**src/pbfe_pkg.sv**
```systemverilog
// ---------------------------------------------------------------------------
// pbfe_pkg
// Shared types and codes for the protocol-buffer field encoder.
// ---------------------------------------------------------------------------
package pbfe_pkg;

  localparam int FNUM_W  = 29;
  localparam int MODE_W  = 3;
  localparam int VALUE_W = 64;
  localparam int TAG_W   = FNUM_W + 3;
  localparam int IN_W    = FNUM_W + MODE_W + VALUE_W;
  localparam int CNT_W   = 4;

  localparam logic [MODE_W-1:0] MODE_VARINT   = 3'd0;
  localparam logic [MODE_W-1:0] MODE_ZIGZAG32 = 3'd1;
  localparam logic [MODE_W-1:0] MODE_ZIGZAG64 = 3'd2;
  localparam logic [MODE_W-1:0] MODE_FIXED32  = 3'd3;
  localparam logic [MODE_W-1:0] MODE_FIXED64  = 3'd4;
  localparam logic [MODE_W-1:0] MODE_LENGTH   = 3'd5;

  localparam logic [2:0] WIRE_VARINT = 3'd0;
  localparam logic [2:0] WIRE_I64    = 3'd1;
  localparam logic [2:0] WIRE_LEN    = 3'd2;
  localparam logic [2:0] WIRE_I32    = 3'd5;

  localparam logic [CNT_W-1:0] FIXED32_BYTES = 4'd4;
  localparam logic [CNT_W-1:0] FIXED64_BYTES = 4'd8;

  typedef struct packed {
    logic load;
    logic tag_shift;
    logic pay_shift;
    logic sel_pay;
  } pbfe_cmd_t;

  typedef struct packed {
    logic drop;
    logic tag_more;
    logic pay_more;
  } pbfe_sts_t;

endpackage

```
**src/pbfe_datapath.sv**
```systemverilog
// ---------------------------------------------------------------------------
// pbfe_datapath
// Tag and payload shift registers, mode decode and output byte forming.
// ---------------------------------------------------------------------------
module pbfe_datapath (
  input  logic                           clk,
  input  logic [pbfe_pkg::IN_W-1:0]      s_tdata,
  input  pbfe_pkg::pbfe_cmd_t            cmd,
  output pbfe_pkg::pbfe_sts_t            sts,
  output logic [7:0]                     out_byte,
  output logic                           last
);

  logic [pbfe_pkg::FNUM_W-1:0]  fnum_in;
  logic [pbfe_pkg::MODE_W-1:0]  mode_in;
  logic [pbfe_pkg::VALUE_W-1:0] value_in;

  logic [2:0]                   wire_in;
  logic [pbfe_pkg::VALUE_W-1:0] payload_in;
  logic                         fixed_in;
  logic [pbfe_pkg::CNT_W-1:0]   fcnt_in;
  logic [31:0]                  zz32;
  logic                         drop;

  logic [pbfe_pkg::TAG_W-1:0]   tag;
  logic [pbfe_pkg::VALUE_W-1:0] pay;
  logic                         fixed;
  logic [pbfe_pkg::CNT_W-1:0]   fcnt;

  logic tag_more;
  logic pay_more;

  assign fnum_in  = s_tdata[pbfe_pkg::FNUM_W-1:0];
  assign mode_in  = s_tdata[pbfe_pkg::FNUM_W +: pbfe_pkg::MODE_W];
  assign value_in = s_tdata[pbfe_pkg::FNUM_W + pbfe_pkg::MODE_W +: pbfe_pkg::VALUE_W];

  assign zz32 = {value_in[30:0], 1'b0} ^ {32{value_in[31]}};

  // mode decode
  always_comb begin
    wire_in    = pbfe_pkg::WIRE_VARINT;
    payload_in = value_in;
    fixed_in   = 1'b0;
    fcnt_in    = pbfe_pkg::FIXED64_BYTES;
    drop       = 1'b0;
    case (mode_in)
      pbfe_pkg::MODE_VARINT: begin
        payload_in = value_in;
      end
      pbfe_pkg::MODE_ZIGZAG32: begin
        payload_in = {32'd0, zz32};
      end
      pbfe_pkg::MODE_ZIGZAG64: begin
        payload_in = {value_in[62:0], 1'b0} ^ {pbfe_pkg::VALUE_W{value_in[63]}};
      end
      pbfe_pkg::MODE_FIXED32: begin
        wire_in    = pbfe_pkg::WIRE_I32;
        payload_in = {32'd0, value_in[31:0]};
        fixed_in   = 1'b1;
        fcnt_in    = pbfe_pkg::FIXED32_BYTES;
      end
      pbfe_pkg::MODE_FIXED64: begin
        wire_in  = pbfe_pkg::WIRE_I64;
        fixed_in = 1'b1;
        fcnt_in  = pbfe_pkg::FIXED64_BYTES;
      end
      pbfe_pkg::MODE_LENGTH: begin
        wire_in = pbfe_pkg::WIRE_LEN;
        drop    = (value_in == '0);
      end
      default: begin
        drop = 1'b1;
      end
    endcase
  end

  always_ff @(posedge clk) begin
    if (cmd.load) begin
      tag   <= {fnum_in, wire_in};
      pay   <= payload_in;
      fixed <= fixed_in;
      fcnt  <= fcnt_in;
    end else begin
      if (cmd.tag_shift) begin
        tag <= tag >> 7;
      end
      if (cmd.pay_shift) begin
        if (fixed) begin
          pay  <= pay >> 8;
          fcnt <= fcnt - 1'b1;
        end else begin
          pay <= pay >> 7;
        end
      end
    end
  end

  assign tag_more = (tag[pbfe_pkg::TAG_W-1:7] != '0);
  assign pay_more = fixed ? (fcnt != 4'd1) : (pay[pbfe_pkg::VALUE_W-1:7] != '0);

  assign sts.drop     = drop;
  assign sts.tag_more = tag_more;
  assign sts.pay_more = pay_more;

  always_comb begin
    if (!cmd.sel_pay) begin
      out_byte = {tag_more, tag[6:0]};
    end else if (fixed) begin
      out_byte = pay[7:0];
    end else begin
      out_byte = {pay_more, pay[6:0]};
    end
  end

  assign last = cmd.sel_pay && !pay_more;

endmodule

```
**src/pbfe_ctrl.sv**
```systemverilog
// ---------------------------------------------------------------------------
// pbfe_ctrl
// Sequencer: accepts a request, walks the tag bytes then the payload bytes.
// ---------------------------------------------------------------------------
module pbfe_ctrl (
  input  logic                clk,
  input  logic                rst,
  input  logic                s_tvalid,
  output logic                s_tready,
  output logic                m_tvalid,
  input  logic                m_tready,
  input  pbfe_pkg::pbfe_sts_t sts,
  output pbfe_pkg::pbfe_cmd_t cmd
);

  typedef enum logic [1:0] {
    S_IDLE,
    S_TAG,
    S_PAY
  } state_t;

  state_t state;

  assign s_tready = (state == S_IDLE);
  assign m_tvalid = (state != S_IDLE);

  assign cmd.load      = (state == S_IDLE) && s_tvalid && !sts.drop;
  assign cmd.tag_shift = (state == S_TAG) && m_tready && sts.tag_more;
  assign cmd.pay_shift = (state == S_PAY) && m_tready && sts.pay_more;
  assign cmd.sel_pay   = (state == S_PAY);

  always_ff @(posedge clk) begin
    if (rst) begin
      state <= S_IDLE;
    end else begin
      case (state)
        S_IDLE: begin
          if (s_tvalid && !sts.drop) begin
            state <= S_TAG;
          end
        end
        S_TAG: begin
          if (m_tready && !sts.tag_more) begin
            state <= S_PAY;
          end
        end
        S_PAY: begin
          if (m_tready && !sts.pay_more) begin
            state <= S_IDLE;
          end
        end
        default: begin
          state <= S_IDLE;
        end
      endcase
    end
  end

`ifndef SYNTHESIS
  a_load_to_tag: assert property (@(posedge clk) disable iff (rst)
    cmd.load |=> state == S_TAG)
    else $error("accepted request did not start tag");

  a_cmd_onehot: assert property (@(posedge clk) disable iff (rst)
    $onehot0({cmd.load, cmd.tag_shift, cmd.pay_shift}))
    else $error("conflicting datapath commands");

  a_end_to_idle: assert property (@(posedge clk) disable iff (rst)
    (state == S_PAY && m_tready && !sts.pay_more) |=> s_tready)
    else $error("final byte did not return to idle");

  a_no_accept_busy: assert property (@(posedge clk) disable iff (rst)
    (m_tvalid && !m_tready) |=> !s_tready)
    else $error("request taken while output stalled");
`endif

endmodule

```
**src/protobuf_field_encoder_unit.sv**
```systemverilog
// ---------------------------------------------------------------------------
// protobuf_field_encoder_unit
// Encodes one field per request as tag varint plus value bytes in wire format.
// ---------------------------------------------------------------------------
// channel  dir  tdata                                    tuser  tlast
// s_*      in   fnum[28:0] mode[31:29]                   -      -
//               value[95:32]
// m_*      out  out_byte[7:0]                            -      last
//
// within an item one byte leaves per cycle while m_tready is high; an item is
// accepted in idle and then gives 2 to 15 bytes (up to 5-byte tag, 10-byte varint)
// the tag/payload shift registers hold one item, so s_tready is high only when idle
// modes 6 and 7 and a zero length are accepted in idle and produce nothing
// rst is synchronous and returns the sequencer to idle
// ---------------------------------------------------------------------------
module protobuf_field_encoder_unit (
  input  logic                      clk,
  input  logic                      rst,
  input  logic                      s_tvalid,
  output logic                      s_tready,
  input  logic [pbfe_pkg::IN_W-1:0] s_tdata,   // fnum, mode, value
  output logic                      m_tvalid,
  input  logic                      m_tready,
  output logic [7:0]                m_tdata,   // out_byte
  output logic                      m_tlast
);

  pbfe_pkg::pbfe_cmd_t cmd;
  pbfe_pkg::pbfe_sts_t sts;

  pbfe_ctrl u_ctrl (
    .clk      (clk),
    .rst      (rst),
    .s_tvalid (s_tvalid),
    .s_tready (s_tready),
    .m_tvalid (m_tvalid),
    .m_tready (m_tready),
    .sts      (sts),
    .cmd      (cmd)
  );

  pbfe_datapath u_datapath (
    .clk      (clk),
    .s_tdata  (s_tdata),
    .cmd      (cmd),
    .sts      (sts),
    .out_byte (m_tdata),
    .last     (m_tlast)
  );

endmodule

```
**config.mk**
```make
export PLATFORM = sky130hd
export DESIGN_NAME = protobuf_field_encoder_unit
export DESIGN_NICKNAME = d
export VERILOG_FILES = /design/src/pbfe_pkg.sv /design/src/pbfe_datapath.sv /design/src/pbfe_ctrl.sv /design/src/protobuf_field_encoder_unit.sv
export SDC_FILE = /design/constraint.sdc
export NUM_CORES = 1
export LEC_CHECK = 0
export BUFFER_PORTS_ARGS = -buffer_cell sky130_fd_sc_hd__buf_4
export CAP_MARGIN = 20
export CORE_ASPECT_RATIO = 1.1
export CORE_MARGIN = 4
export CORE_UTILIZATION = 62
export CTS_CLUSTER_DIAMETER = 150
export DETAILED_ROUTE_END_ITERATION = 8
export PLACE_DENSITY = 0.87
export SLEW_MARGIN = 20
export SYNTH_ARGS = -nofsm -noshare
export SYNTH_HDL_FRONTEND = slang
export SYNTH_SLANG_ARGS = --single-unit
```
**constraint.sdc**
```tcl
create_clock -name clk -period 9.2 [get_ports clk]
set_input_delay 0.92 -clock clk [delete_from_list [all_inputs] [get_ports clk]]
set_output_delay 0.92 -clock clk [all_outputs]
set_load 0.02 [all_outputs]
```
==> qor.csv <==
stage;metric;value;unit
cts;CTS buffer count;9;
logic_synthesis;synthesized area;6500;sq um
floorplan;Initial Util;0.648;
drt;Post-DRT Antenna Nets;0;
logic_synthesis;Cells after Synth;552;
critical_path;CP peak stage delay;0.71;ns
global_route;antenna violations before repair;0;
critical_path;Crit Path Max Fanout;52;
logic_synthesis;top cells by area, synth;edfxtp_1 (47%), mux2i_1 (17%), mux2_2 (5.7%);
cts;clk buf depth;2;
critical_path;crit path cell chain;buf_4 > nor4_1 > nand4_1 > or3_1 > o21ai_4 > buf_4 > buf_4 > o21ai_2 > buf_4;
logic_synthesis;number of flops mapped to enable cells by yosys;101;
cts;worst-skew pair later-pin latency;0.39;ns
logic_synthesis;Mean Syn Cell Area;11.8;sq um
power;Clock power frac;0.250;
hold_path;Hold Crit Class;reg2reg;
drt;post-detailed-route DRC marker count;0;
cells_and_area;Reg area;3070;sq um
cts;CTS clk-pin slew, worst paths;0.11;ns
critical_path;worst reg-to-reg path cell count;6;
global_route;All-Layer GR Usage;0.270;
critical_path;Critical-path top delay cell;buf_4;
power;Switching Share;0.296;
critical_path;worst path arrival time;4.10;ns
logic_synthesis;cell taking the most area after synthesis;edfxtp_1;
logic_synthesis;Post-synth ARST share;0;
critical_path;Setup crit end kind;register;
floorplan;I/O pin total;111;
cells_and_area;share of post-route cells with drive strength above 1;0.272;
critical_path;CP startpoint kind;input port;
critical_path;WS Path Type;in2reg;
global_route;number of global-route vias before repair;5005;
cells_and_area;Layout area overhead;16.3;%
run_status;status;complete, no violations;
logic_synthesis;Yosys reg bits;103;
place;Port Buf Inserts;110;
cts;cts repair resizes;0;
place;hpwl dp;11.9;mm
power;Comb power frac;0.217;
timing;Worst Tran Pin Value;1.15;ns
critical_path;CP Buf/Inv Count;4;
drt;drt via density;6.49;
cts;Clock Root Buffer;clkbuf_8;
timing;clock skew;0.0122;ns
power;P per Cell Area;151;nW/um^2
drt;post-DR wirelength/cell;20.8;um
logic_synthesis;area share of the largest cell type after synthesis;0.467;
critical_path;CP most frequent cell;buf_4;
cells_and_area;Core Util, Final;0.753;
timing;Slew headroom;0.231;
power;Psw;0.337;mW
cells_and_area;area of the multi-input gates;3170;sq um
logic_synthesis;Ys Warns;0;
logic_synthesis;Distinct cells, synth;45;
flow_run;maxcap violations;0;
floorplan;die width;106;um
logic_synthesis;Syn Nets;656;
timing;number of setup violations in the final report;0;
global_route;GRT overflow;0;
cells_and_area;Layout fillers;664;
timing;Max Slew Vio Count;0;
critical_path;Worst EP required;9.31;ns
logic_synthesis;Most used DFF post-synth;edfxtp_1;
cts;clock sink count;103;
cells_and_area;most frequent cells in the layout;buf_4 (118), mux2i_1 (111), edfxtp_1 (101), nor2_1 (49);
floorplan;core area;10000;sq um
power;VDD IR max;0.0000836;V
timing;final period utilization;0.433;
power;Leak;3.12;nW
cts;setup bufs post-CTS;0;
timing;Final min period;3.98;ns
timing;Highest Clock Rate;0.251;GHz
cts;hold_buf cts;0;
floorplan;Die ar.;12200;sq um
timing;Final Hold Vio Count;0;
logic_synthesis;sequential-to-total area share from yosys stat;0.473;
floorplan;DIE HEIGHT;115;um
cts;CTS H-tree depth;3;
place;GPL Wtd Cong;0.889;
timing;RSZ-0062 raised after global routing;false;
global_route;largest net degree at the start of global routing;65;
critical_path;Stages on worst setup path;9;
cts;CTS tree;yes;
cells_and_area;commonest non-fill, non-tap cell in the layout;buf_4;
drt;via count;5085;
timing;setup TNS;0;ns
drt;Post-Route WL;16.3;mm
floorplan;site row count;38;
power;sequential share of power;0.532;
drt;Pre-Repair DR Iteration Count;7;
power;internal power;0.801;mW
hold_path;Hold Path Depth;2;
cells_and_area;diode count;0;
critical_path;CP top delay family;buffers and inverters;
drt;DR iter-0 viols;575;
global_route;first-pass GRT wire length;25.6;mm
cells_and_area;Net count, final;743;
[worst min-delay path, delay by kind of cell (launching register included)]
family | cells | cell delay (ns)
DFF | 1 | 0.37
AOI/OAI and AO/OA | 2 | 0.19
[cell families after synthesis]
kind of cell	Yosys count	synth area share
buffers and inverters	57	0.0443
and+or+nand+nor	128	0.103
DFF	103	0.473
adders and majority gates	4	0.00770
AOI/OAI and AO/OA	82	0.0982
xor gates and xnor gates	34	0.0458
muxes	144	0.228
[routing by layer]
layer / track usage / wire length [um] / vias up
li1: - / - / 2335
met1: 0.344 / 6260 / 2460
met2: 0.457 / 8240 / 251
met3: 0.0477 / 1360 / 39
met4: 0.116 / 464 / 0
met5: 0 / 0 / -
[sequential cells by signal (all words and copies together), names as in the netlist]
register          flops
u_ctrl.state          2
u_datapath.pay       64
u_datapath.tag       32
u_datapath.fixed      1
u_datapath.fcnt       4
[cell type report]
| cell class | count | share of cell area |
|---|---|---|
| clock buffers | 9 | 0.0164 |
| clock inverters | 7 | 0.00928 |
| inverters | 15 | 0.00745 |
| multi-input cells | 392 | 0.420 |
| flip-flops and latches | 103 | 0.407 |
| well taps | 140 | 0.0232 |
| repair buffers | 118 | 0.117 |
[cells in the mapped netlist, types with 6 or more instances]
master    number
clkbuf_1      27
a22oi_1       31
xor2_1        32
nor4_1        33
mux2_2        33
and2_1         7
a221oi_1      30
edfxtp_1     101
nor3_1         6
mux2i_1      111
nand4_1        7
inv_1         14
nor2_1        49
[metrics by stage]
| stage | instance area, sq um | hold slack (ns) | worst slack (ns) | cells | total power [mW] |
|---|---|---|---|---|---|
| 2_1_floorplan | 6500 | 0.516 | 5.09 | 552 | 0.769 |
| 3_5_place_dp | 7350 | 0.567 | 4.83 | 768 | 0.859 |
| 3_3_place_gp | 7350 | 0.547 | 4.84 | 768 | 0.848 |
| 5_1_grt | 7550 | 0.625 | 5.01 | 784 | 1.18 |
| 6_report | 7550 | 0.585 | 5.22 | 784 | 1.14 |
| 4_1_cts | 7550 | 0.582 | 5.24 | 784 | 1.14 |
[power groups by stage]
stage          clock [mW]  combinational (mW)  sequential [mW]
2_1_floorplan           0               0.164            0.605
3_3_place_gp            0               0.235            0.613
3_5_place_dp            0               0.244            0.615
4_1_cts             0.286               0.246            0.604
5_1_grt             0.303               0.268            0.610
6_report            0.285               0.247            0.605
[worst paths after layout]
check	start	end	slack [ns]
max	s_tdata[72]	u_datapath.tag[0]	5.22
max reg2reg	u_datapath.pay[31]	u_datapath.pay[15]	6.27
min reg2reg	u_ctrl.state[0]	u_ctrl.state[0]	0.58
min	u_ctrl.state[0]	u_ctrl.state[0]	0.58
(Power assumes the default switching activity.)
